File: config.mk
export PLATFORM = sky130hd
export DESIGN_NAME = bezier_path_tessellator
export DESIGN_NICKNAME = d
export VERILOG_FILES = /design/src/design/bpt_pkg.sv /design/src/design/bpt_lane.sv /design/src/design/bezier_path_tessellator.sv
export SDC_FILE = /design/constraint.sdc
export NUM_CORES = 2
export LEC_CHECK = 0
export BUFFER_PORTS_ARGS = -buffer_cell sky130_fd_sc_hd__clkbuf_2
export CAP_MARGIN = 20
export CORE_ASPECT_RATIO = 0.75
export CORE_MARGIN = 2
export CORE_UTILIZATION = 45
export CTS_CLUSTER_SIZE = 14
export DETAILED_ROUTE_END_ITERATION = 6
export PLACE_DENSITY = 0.67
export SLEW_MARGIN = 20
export SYNTH_ARGS = -nofsm -noshare
export SYNTH_HDL_FRONTEND = slang
export SYNTH_SLANG_ARGS = --single-unit
File: constraint.sdc
create_clock -name clk -period 24.4 [get_ports clk]
set_clock_uncertainty 0.05 [all_clocks]
set_input_delay 4.88 -clock clk [delete_from_list [all_inputs] [get_ports clk]]
set_output_delay 4.88 -clock clk [all_outputs]
set_load 0.02 [all_outputs]
File: src/design/bpt_pkg.sv
// Package for the Bezier path tessellator: beat types, t table and microcode.
// Used by bpt_lane and bezier_path_tessellator; depends on nothing.
package bpt_pkg;

  localparam int STEPS = 30;
  localparam int J_W = $clog2(STEPS + 1);
  localparam int T_W = 17;
  localparam int PC_W = 3;

  typedef struct packed {
    logic               first_point;
    logic signed [15:0] knot_x;
    logic signed [15:0] knot_y;
    logic signed [15:0] in_handle_x;
    logic signed [15:0] in_handle_y;
    logic signed [15:0] out_handle_x;
    logic signed [15:0] out_handle_y;
  } knot_t;

  typedef struct packed {
    logic signed [15:0] sample_x;
    logic signed [15:0] sample_y;
    logic               last_sample;
  } sample_t;

  typedef enum logic [3:0] {
    R_P0, R_P1, R_P2, R_P3, R_B1, R_B2, R_B3, R_C1, R_C2
  } reg_sel_t;

  typedef struct packed {
    logic     wr;
    reg_sel_t src_a;
    reg_sel_t src_b;
    reg_sel_t dst;
  } lane_ctl_t;

  typedef struct packed {
    lane_ctl_t lane;
    logic      emit;
  } ucode_t;

  localparam logic [PC_W-1:0] LAST_PC = PC_W'(5);

  typedef logic [T_W-1:0] t_table_t [0:STEPS];

  function automatic t_table_t build_t_table();
    t_table_t tab;
    for (int j = 0; j <= STEPS; j++) begin
      tab[j] = T_W'((j * 2 * 65536 + STEPS) / (2 * STEPS));
    end
    return tab;
  endfunction

  localparam t_table_t T_TABLE = build_t_table();

  function automatic ucode_t ucode(input logic [PC_W-1:0] pc);
    ucode_t w;
    w = '{lane: '{wr: 1'b0, src_a: R_C1, src_b: R_C2, dst: R_C2}, emit: 1'b0};
    case (pc)
      3'd0: w.lane = '{wr: 1'b1, src_a: R_P0, src_b: R_P1, dst: R_B1};
      3'd1: w.lane = '{wr: 1'b1, src_a: R_P1, src_b: R_P2, dst: R_B2};
      3'd2: w.lane = '{wr: 1'b1, src_a: R_P2, src_b: R_P3, dst: R_B3};
      3'd3: w.lane = '{wr: 1'b1, src_a: R_B1, src_b: R_B2, dst: R_C1};
      3'd4: w.lane = '{wr: 1'b1, src_a: R_B2, src_b: R_B3, dst: R_C2};
      3'd5: w.emit = 1'b1;
      default: w.emit = 1'b0;
    endcase
    return w;
  endfunction

endpackage

File: src/design/bpt_lane.sv
// One coordinate lane: control point and partial registers plus a rounding,
// saturating lerp unit. Depends on bpt_pkg.
module bpt_lane (
  input  logic                        clk,
  input  logic                        load,
  input  logic signed [15:0]          p0_in,
  input  logic signed [15:0]          p1_in,
  input  logic signed [15:0]          p2_in,
  input  logic signed [15:0]          p3_in,
  input  bpt_pkg::lane_ctl_t          ctl,
  input  logic                        wr_en,
  input  logic [bpt_pkg::T_W-1:0]     t,
  output logic signed [15:0]          result
);

  logic signed [15:0] p0, p1, p2, p3, b1, b2, b3, c1, c2;
  logic signed [15:0] opa, opb;
  logic signed [16:0] diff;
  logic signed [34:0] prod;
  logic signed [35:0] sum;
  logic signed [19:0] q;

  function automatic logic signed [15:0] pick(
    input bpt_pkg::reg_sel_t s,
    input logic signed [15:0] r0, r1, r2, r3, r4, r5, r6, r7, r8
  );
    logic signed [15:0] v;
    case (s)
      bpt_pkg::R_P0: v = r0;
      bpt_pkg::R_P1: v = r1;
      bpt_pkg::R_P2: v = r2;
      bpt_pkg::R_P3: v = r3;
      bpt_pkg::R_B1: v = r4;
      bpt_pkg::R_B2: v = r5;
      bpt_pkg::R_B3: v = r6;
      bpt_pkg::R_C1: v = r7;
      bpt_pkg::R_C2: v = r8;
      default:       v = r8;
    endcase
    return v;
  endfunction

  always_comb begin
    opa  = pick(ctl.src_a, p0, p1, p2, p3, b1, b2, b3, c1, c2);
    opb  = pick(ctl.src_b, p0, p1, p2, p3, b1, b2, b3, c1, c2);
    diff = 17'(opb) - 17'(opa);
    prod = 35'(diff) * 35'($signed({1'b0, t}));
    sum  = $signed({{4{opa[15]}}, opa, 16'h0000}) + 36'(prod) + 36'sd32768;
    q    = sum[35:16];
    if (q > 20'sd32767) begin
      result = 16'sh7fff;
    end else if (q < -20'sd32768) begin
      result = -16'sh8000;
    end else begin
      result = q[15:0];
    end
  end

  always_ff @(posedge clk) begin
    if (load) begin
      p0 <= p0_in;
      p1 <= p1_in;
      p2 <= p2_in;
      p3 <= p3_in;
    end else if (wr_en) begin
      case (ctl.dst)
        bpt_pkg::R_B1: b1 <= result;
        bpt_pkg::R_B2: b2 <= result;
        bpt_pkg::R_B3: b3 <= result;
        bpt_pkg::R_C1: c1 <= result;
        bpt_pkg::R_C2: c2 <= result;
        default:       c2 <= c2;
      endcase
    end
  end

endmodule

File: src/design/bezier_path_tessellator.sv
// Cubic Bezier path tessellator: microcoded de Casteljau over two lanes.
// Depends on bpt_pkg and bpt_lane.
// A knot beat is taken while the sequencer is idle; a segment knot then yields STEPS+1 samples.
// Each sample takes six program steps, one lerp per lane per step, so a segment
// keeps the input busy until its last sample is written to the output register,
// including any output stall.
// Knots that start a path, or that have no previous knot, emit nothing.
// Synchronous reset clears the sequencer, the output valid and the previous knot.
module bezier_path_tessellator (
  input  logic             clk,
  input  logic             rst,
  input  logic             knot_valid,
  output logic             knot_ready,
  input  bpt_pkg::knot_t   knot,
  output logic             sample_valid,
  input  logic             sample_ready,
  output bpt_pkg::sample_t sample
);

  logic                      busy;
  logic [bpt_pkg::PC_W-1:0]  pc;
  logic [bpt_pkg::J_W-1:0]   j;
  logic                      have_previous;
  logic signed [15:0]        prev_knot_x, prev_knot_y, prev_out_x, prev_out_y;
  bpt_pkg::ucode_t           uw;
  logic                      accept, advance, last_j;
  logic signed [15:0]        res_x, res_y;
  logic [bpt_pkg::T_W-1:0]   t;

  assign knot_ready = !busy;
  assign accept     = knot_valid && knot_ready;
  assign uw         = bpt_pkg::ucode(pc);
  assign advance    = busy && (!uw.emit || !sample_valid || sample_ready);
  assign last_j     = (j == bpt_pkg::J_W'(bpt_pkg::STEPS));
  assign t          = bpt_pkg::T_TABLE[j];

  bpt_lane u_lane_x (
    .clk    (clk),
    .load   (accept),
    .p0_in  (prev_knot_x),
    .p1_in  (prev_out_x),
    .p2_in  (knot.in_handle_x),
    .p3_in  (knot.knot_x),
    .ctl    (uw.lane),
    .wr_en  (advance && uw.lane.wr),
    .t      (t),
    .result (res_x)
  );

  bpt_lane u_lane_y (
    .clk    (clk),
    .load   (accept),
    .p0_in  (prev_knot_y),
    .p1_in  (prev_out_y),
    .p2_in  (knot.in_handle_y),
    .p3_in  (knot.knot_y),
    .ctl    (uw.lane),
    .wr_en  (advance && uw.lane.wr),
    .t      (t),
    .result (res_y)
  );

  always_ff @(posedge clk) begin
    if (rst) begin
      busy          <= 1'b0;
      pc            <= '0;
      j             <= '0;
      have_previous <= 1'b0;
      prev_knot_x   <= '0;
      prev_knot_y   <= '0;
      prev_out_x    <= '0;
      prev_out_y    <= '0;
      sample_valid  <= 1'b0;
    end else begin
      if (advance && uw.emit) begin
        sample_valid <= 1'b1;
      end else if (sample_valid && sample_ready) begin
        sample_valid <= 1'b0;
      end
      if (accept) begin
        have_previous <= 1'b1;
        prev_knot_x   <= knot.knot_x;
        prev_knot_y   <= knot.knot_y;
        prev_out_x    <= knot.out_handle_x;
        prev_out_y    <= knot.out_handle_y;
        busy          <= !knot.first_point && have_previous;
        pc            <= '0;
        j             <= '0;
      end else if (advance) begin
        if (uw.emit) begin
          sample       <= '{sample_x: res_x, sample_y: res_y, last_sample: last_j};
          pc           <= '0;
          if (last_j) begin
            busy <= 1'b0;
          end else begin
            j <= j + 1'b1;
          end
        end else begin
          pc <= pc + 1'b1;
        end
      end
    end
  end

  a_pc_range: assert property (@(posedge clk) disable iff (rst)
    busy |-> pc <= bpt_pkg::LAST_PC)
    else $error("program counter past last step");

  a_j_range: assert property (@(posedge clk) disable iff (rst)
    j <= bpt_pkg::J_W'(bpt_pkg::STEPS))
    else $error("sample index past end of segment");

  a_idle_pc: assert property (@(posedge clk) disable iff (rst)
    !busy |-> (pc == '0))
    else $error("idle with program counter off step zero");

  a_last_ends: assert property (@(posedge clk) disable iff (rst)
    (advance && uw.emit && last_j) |=> (!busy && sample_valid && sample.last_sample))
    else $error("final sample did not end the segment");

  a_mid_not_last: assert property (@(posedge clk) disable iff (rst)
    (advance && uw.emit && !last_j) |=> (busy && !sample.last_sample))
    else $error("inner sample marked last");

endmodule

Yosys cells after proc, flatten, opt, wreduce, memory -nomap -nowiden --
Memories as Yosys holds them, arrays and structs flattened. Cells that the tools add are included.
Word-level totals: bits in registers 396, bits in latches 0, RAM bits 0, memory bits (read-only) 544, bits of input ports 101, output and inout port bits 35, logic and storage cells 122, memories 1
Operators by class: add/subtract/negate cells 8, multipliers 2, divide/modulo/power cells 0, order comparisons 5, eq/ne operators 25, shifts and indexed selects 0, multiplexer cells 19, bitwise gates (word level) 4, reduce and logical (&&, ||, !) cells 28
Memories:
- (no name shown) | words 32, bits a word 17, read ports 1, clocked after memory_dff 0, wr ports 0, line bezier_path_tessellator.sv:35 | assign t = bpt_pkg::T_TABLE[j];
Operators by type and width (number):
- 16-bit one-hot mux with 8 select lines | 4
- 32-bit by 35-bit adder with 36-bit output | 2
- 36-bit by 17-bit adder with 36-bit output, second input constant | 2
- 17-bit by 18-bit multiplier with 35-bit output | 2
- 13-bit one-hot mux with 5 select lines | 1
- 16-bit 2-to-1 mux | 4
- 4-bit by 3-bit equality test with 1-bit output, second input constant | 12
- 20-bit by 16-bit > comparator with 1-bit output, second input constant | 2
- 20-bit by 16-bit less-than comparator with 1-bit output, second input constant | 2
- 17-bit 2-to-1 mux | 2
- 16-bit by 16-bit subtractor with 17-bit output | 2
- 3-bit AND reduction | 7
- 4-bit by 2-bit equality test with 1-bit output, second input constant | 4
- 4-bit by 1-bit equality test with 1-bit output, second input constant | 2
- 4-bit zero test | 2
- 2-bit nonzero test | 4
- 1-bit 2-to-1 mux | 7
- 3-bit by 2-bit equality test with 1-bit output, second input constant | 2
- 3-bit equality test, second input constant | 2
- 6-bit >= comparator, second input constant | 1
- 1-bit logical AND | 6
- 5-bit inverter with 6-bit output | 1
- 5-bit by 1-bit adder with 5-bit output, second input constant | 1
- 5-bit equality test, second input constant | 1
- 10 further kinds | 16

Depth between registers and ports, before layout --
depth after elaboration 11, gate-level depth with buffers 50, depth with buffers taken out 46

Cells and area by module --
A second synthesis with hierarchy kept.
Unflattened totals: cell total of the unflattened synthesis 3917, area total of the unflattened synthesis 39357.7 um^2
By module, submodules not included:
- bpt_lane (u_lane_y) | instances 1, cells an instance 1764, area each 17596.9 um^2, seq. area each 4324.1 um^2
- bpt_lane (u_lane_x) | instances 1, cells an instance 1701, area each 17491.8 um^2, seq. area each 4324.1 um^2
- bezier_path_tessellator | instances 1, cells an instance 452, area each 4269.1 um^2, seq. area each 2492.4 um^2

Worst setup path after synthesis --
Ideal clock, no wire load.
path type register to register, from reg pc[2] (netlist name), to reg sample[24] (netlist name), data pin, library setup time 252 ps, arrival time 10661 ps, required time 24098 ps, setup slack 13437 ps, stages on the path, launching flop included 45, buffers on the path 4, period minus slack after synthesis 10963 ps, path through dfxtp_1 > buf_6 > inv_1 > clkbuf_1 > buf_1 > ha_1 > buf_2 > nor3_1 > a221o_1 > a221o_1 > o21ai_0 > ha_1 > inv_1 > fa_1 > maj3_2 > a221o_2 > a31oi_4 > o21ai_2 > [... 9 more ...] > o21bai_1 > fa_1 > fa_1 > inv_1 > fa_1 > inv_1 > ha_1 > a21o_1 > a21o_1 > a21oi_1 > nor2_1 > or3_1 > a21o_1 > a21o_1 > o21a_1 > nor4_1 > a22oi_2 > o31ai_1
Between the ends: cells in the longest elaborated chain, start to end 11, elaborated cells between the ends (all ways) 32, those cells by class add/sub (3); mul (1); order compare (2); eq/ne (18); mux (5); reduce/logical (3)
Ends and longest elaborated chain:
- start, declared | line bezier_path_tessellator.sv:21 | logic [bpt_pkg::PC_W-1:0] pc;
- start signal, assigned | line bezier_path_tessellator.sv:99 | pc <= pc + 1'b1;
- 3-bit equality test (tied with other cells) | line bpt_pkg.sv:59 | case (pc)
- 13-bit one-hot mux with 5 select lines * | line bpt_pkg.sv:59
- 4-bit by 3-bit equality test with 1-bit output (tied with other cells) | line bpt_lane.sv:28 | case (s)
- 16-bit one-hot mux with 8 select lines | line bpt_lane.sv:28
- 16-bit by 16-bit subtractor with 17-bit output | line bpt_lane.sv:46 | diff = 17'(opb) - 17'(opa);
- 17-bit by 18-bit multiplier with 35-bit output | line bpt_lane.sv:47 | prod = 35'(diff) * 35'($signed({1'b0, t}));
- 32-bit by 35-bit adder with 36-bit output * | line bpt_lane.sv:48 | sum = $signed({{4{opa[15]}}, opa, 16'h0000}) + 36'(prod) + 36'sd32768;
- 36-bit by 17-bit adder with 36-bit output * | line bpt_lane.sv:48
- 20-bit by 16-bit less-than comparator with 1-bit output | line bpt_lane.sv:52 | end else if (q < -20'sd32768) begin
- 16-bit 2-to-1 mux | line bpt_lane.sv:52
- 16-bit 2-to-1 mux * | line bpt_lane.sv:50 | if (q > 20'sd32767) begin
- named net res_x[7] | line bezier_path_tessellator.sv:27 | logic signed [15:0] res_x, res_y;
- end signal, assigned | line bezier_path_tessellator.sv:91 | sample <= '{sample_x: res_x, sample_y: res_y, last_sample: last_j};
- end, declared | line bezier_path_tessellator.sv:17 | output bpt_pkg::sample_t sample
The timed path passes the listed nets; every way through them passes the cells marked *. A chain may end at the register's enable or synchronous reset.

Worst setup path in the final report --
from reg pc[1] (netlist name), to reg u_lane_y.b2[5], data pin
Between the ends: cells in the longest elaborated chain, start to end 11, elaborated cells between the ends (all ways) 32, those cells by class add/sub (3); mul (1); order compare (2); eq/ne (18); mux (5); reduce/logical (3)
Ends and longest elaborated chain:
- 3-bit equality test (tied with other cells) | line bpt_pkg.sv:59
- 13-bit one-hot mux with 5 select lines * | line bpt_pkg.sv:59
- 4-bit by 3-bit equality test with 1-bit output (tied with other cells) | line bpt_lane.sv:28
- 16-bit one-hot mux with 8 select lines | line bpt_lane.sv:28
- 16-bit by 16-bit subtractor with 17-bit output | line bpt_lane.sv:46
- 17-bit by 18-bit multiplier with 35-bit output | line bpt_lane.sv:47
- 32-bit by 35-bit adder with 36-bit output * | line bpt_lane.sv:48
- 36-bit by 17-bit adder with 36-bit output * | line bpt_lane.sv:48
- 20-bit by 16-bit less-than comparator with 1-bit output | line bpt_lane.sv:52
- 16-bit 2-to-1 mux | line bpt_lane.sv:52
- 16-bit 2-to-1 mux * | line bpt_lane.sv:50
- named net res_y[5] | line bezier_path_tessellator.sv:27
- end signal, assigned | line bpt_lane.sv:68 | bpt_pkg::R_B2: b2 <= result;
- end, declared | line bpt_lane.sv:16 | logic signed [15:0] p0, p1, p2, p3, b1, b2, b3, c1, c2;
Marked as above.

==> impl_metrics.yaml <==
outcome:
  status: "finished, violations left"
  violations: "design-rule violations"
worst_setup_path:
  startpoint_type: "flip-flop"
  critPathArrivalTime_ns: 13.64
  reg2reg_slack_ns: 10.93
  crit_fanout: 40
  path_buf_inv: 10
  reg2reg_from: "pc[1]"
  max_stage_delay_ns: 0.86
  critPathCaptureType: "flip-flop"
  worstSetupStartpoint: "pc[1]"
  worst-r2r-cell-count: 43
  setup.worst_path.class: "reg -> reg"
  cpMaxStageDelayCell: "o31ai_1"
  r2r_end: "u_lane_y.b2[5]"
  critical-path-top-delay-family: "compound AO/OA/AOI/OAI gates"
  cp_data_required_time_ns: 24.57
synthesis:
  synthDistinctLibCells: 94
  syn_inst: 3413
  yosysSeqAreaShare_pct: 31.8
  synth_seq_cells: 396
  yosys.area.top_type: "edfxtp_1"
  synth-warning-count: 0
  syn-cell-area_sq_mm: 0.0350
  ys_top_cells_by_area: "edfxtp_1, fa_1, ha_1"
  synth_fp_nets: 4222
  synth_area_per_cell_sq_um: 10.3
  synth_edf_count: 321
  synth_top_cell_area_share_pct: 27.5
  async_flop_share_pct: 0
  synthFlopType: "edfxtp_1"
die:
  ios: 136
  die_height_um: 246
  fp-row-count: 88
  core_region_area_sq_mm: 0.0770
  initial_core_util_pct: 45.5
  dieArea_sq_mm: 0.0800
  die_w_um: 326
pwr:
  p_switching_uw: 742
  irDropWorstVdd_uv: 64.9
  power.density_mw_per_mm2: 55.2
  switching_share_pct: 35.3
  p_clk_share_pct: 26.5
  intPower_uw: 1360
  p_comb_share_pct: 32.7
  p_leak_uw: 0.0180
  power.total_uw: 2100
  seqPwrFrac_pct: 40.8
timing:
  report.final.hold_viol_count: 0
  rsz0062_at_grt: "false"
  finalCriticalPeriod_ns: 13.47
  tns_ns: 0
  layout_worst_path_cycle_share_pct: 55.2
  max_freq_mhz: 74.2
  finalMaxSlewViolations: 0
  tightest_slew_ns: 1.02
  setup_violations: 0
  maxSlewHeadroom_pct: 31.5
  hold_slack_ns: 0.377
hold_path:
  hold_end: "u_lane_y.p0[14]"
  min_path_cells: 0
  hp-class: "reg -> reg"
  min_from: "prev_knot_y[14]"
global_routing:
  grt_pass1_wl_um: 148000
  grt_pass1_vias: 24500
  antenna_found_initial: 0
  groute.usage.overall_pct: 24.2
  grt_overflow: 0
  grt_max_degree: 83
route:
  routedWlPerCell_um: 21.1
  ant_nets: 0
  drt-total-wl_um: 96700
  via_per_inst: 5.49
  firstDrtPassIters: 7
  vias: 25100
  drt_drc_violations_left: 8
  drtIter0Drc: 2922
layout:
  area_growth_pct: 8.64
  largest_reg_flops: 33
  drive_gt1_share_pct: 9.64
  layout.nets: 4323
  stdcell_count: 4574
  fin_util_pct: 49.4
  top_register: "sample"
  diodes: 0
clocking:
  cts_tree: "yes"
  clkLatencyLatePin_ns: 0.54
  cts_buffer_depth: 3
  cts_made_buffers: 38
  holdBufCountCts: 0
  htreeDepth: 2
  cts_root_buf: "clkbuf_16"
  post-cts-setup-buffers: 0
  path_clk_slew_ns: 0.06
  numClockSinks: 396
  cts_resized: 0
placement:
  io_buffers: 135
  gp_congestion: 1.00
  dp_cells: 4508
  dp_hpwl_um: 76500
job:
  maxCapViolations: 0
worst max path at each step:
| stage | end | slack [ns] | cells past startpoint |
|---|---|---|---|
| after global placement | u_lane_y.b1[2] | 11.55 | 44 |
| after CTS | u_lane_y.b2[5] | 11.13 | 43 |
| final | u_lane_y.b2[5] | 10.93 | 43 |
| after floorplan | sample[24] | 13.44 | 44 |
| after detailed placement | u_lane_y.b2[5] | 11.22 | 43 |
| after global routing | u_lane_y.c1[3] | 10.22 | 44 |
cell type report:
| cell class | instances | area (sq um) |
|---|---|---|
| fillers | 7007 | 38900 |
| multi-input cells | 2183 | 20700 |
| flip-flops and latches | 396 | 11100 |
| inverters | 720 | 2720 |
| well taps | 1035 | 1290 |
| clock buffers | 51 | 1040 |
| repair buffers | 175 | 996 |
| clock inverters | 14 | 118 |
power by group through the flow:
stage	Combinational [uW]	Clock, uW	Sequential [uW]
3_3_place_gp	659	0	868
4_1_cts	671	566	855
2_1_floorplan	438	0	859
6_report	686	557	856
3_5_place_dp	667	0	869
5_1_grt	747	590	857
per-layer routing:
layer	vias up	track usage, %	wire (um)
li1	11300	-	-
met1	12200	37.9	44200
met2	1426	33.9	38800
met3	141	5.57	11500
met4	0	5.18	2160
met5	-	0	0
cell families after synthesis:
family	count (synthesis)	share of synthesized area [%]
muxes	76	2.84
AOI/OAI and AO/OA	520	9.94
buffers and inverters	834	9.19
DFF	396	31.8
adders and majority gates	711	34.2
xor gates and xnor gates	99	2.54
and+or+nand+nor	777	9.46
through the flow:
stage	instance area, sq um	setup slack (ns)
floorplan	35000	13.44
global placement	36800	11.55
detailed placement	36800	11.22
CTS	38000	11.13
global route	38000	10.22
finish	38000	10.93
placed cells by master, fill, tap and decap left out, drive strengths merged, types with 12 or more instances in the layout:
cell	n
a21o	53
a21oi	210
a221o	14
a222oi	25
a31oi	21
and2	28
and3	14
buf	40
clkbuf	186
clkinv	12
dfxtp	75
edfxtp	321
fa	410
ha	298
inv	719
mux2	27
mux2i	33
mux4	16
nand2	384
nand2b	16
nand3	34
nor2	239
nor3	13
o21ai	83
o21bai	17
xnor2	59
xor2	40
cells in the mapped netlist (14+ instances only):
library cell and count:
inv_1 718, fa_1 410, nand2_1 384, edfxtp_1 321, ha_1 298, nor2_1 239, a21oi_1 206, clkbuf_1 86
dfxtp_1 75, xnor2_1 56, o21ai_0 54, a21o_1 50, xor2_1 40, mux2i_1 33, nand3_1 33, mux2_2 27
a222oi_1 25, and2_1 25, a31oi_1 19, o21bai_1 17, mux4_2 16, o21ai_1 16, buf_1 15, nand2b_1 15
and3_1 14
(Power assumes the default switching activity.)
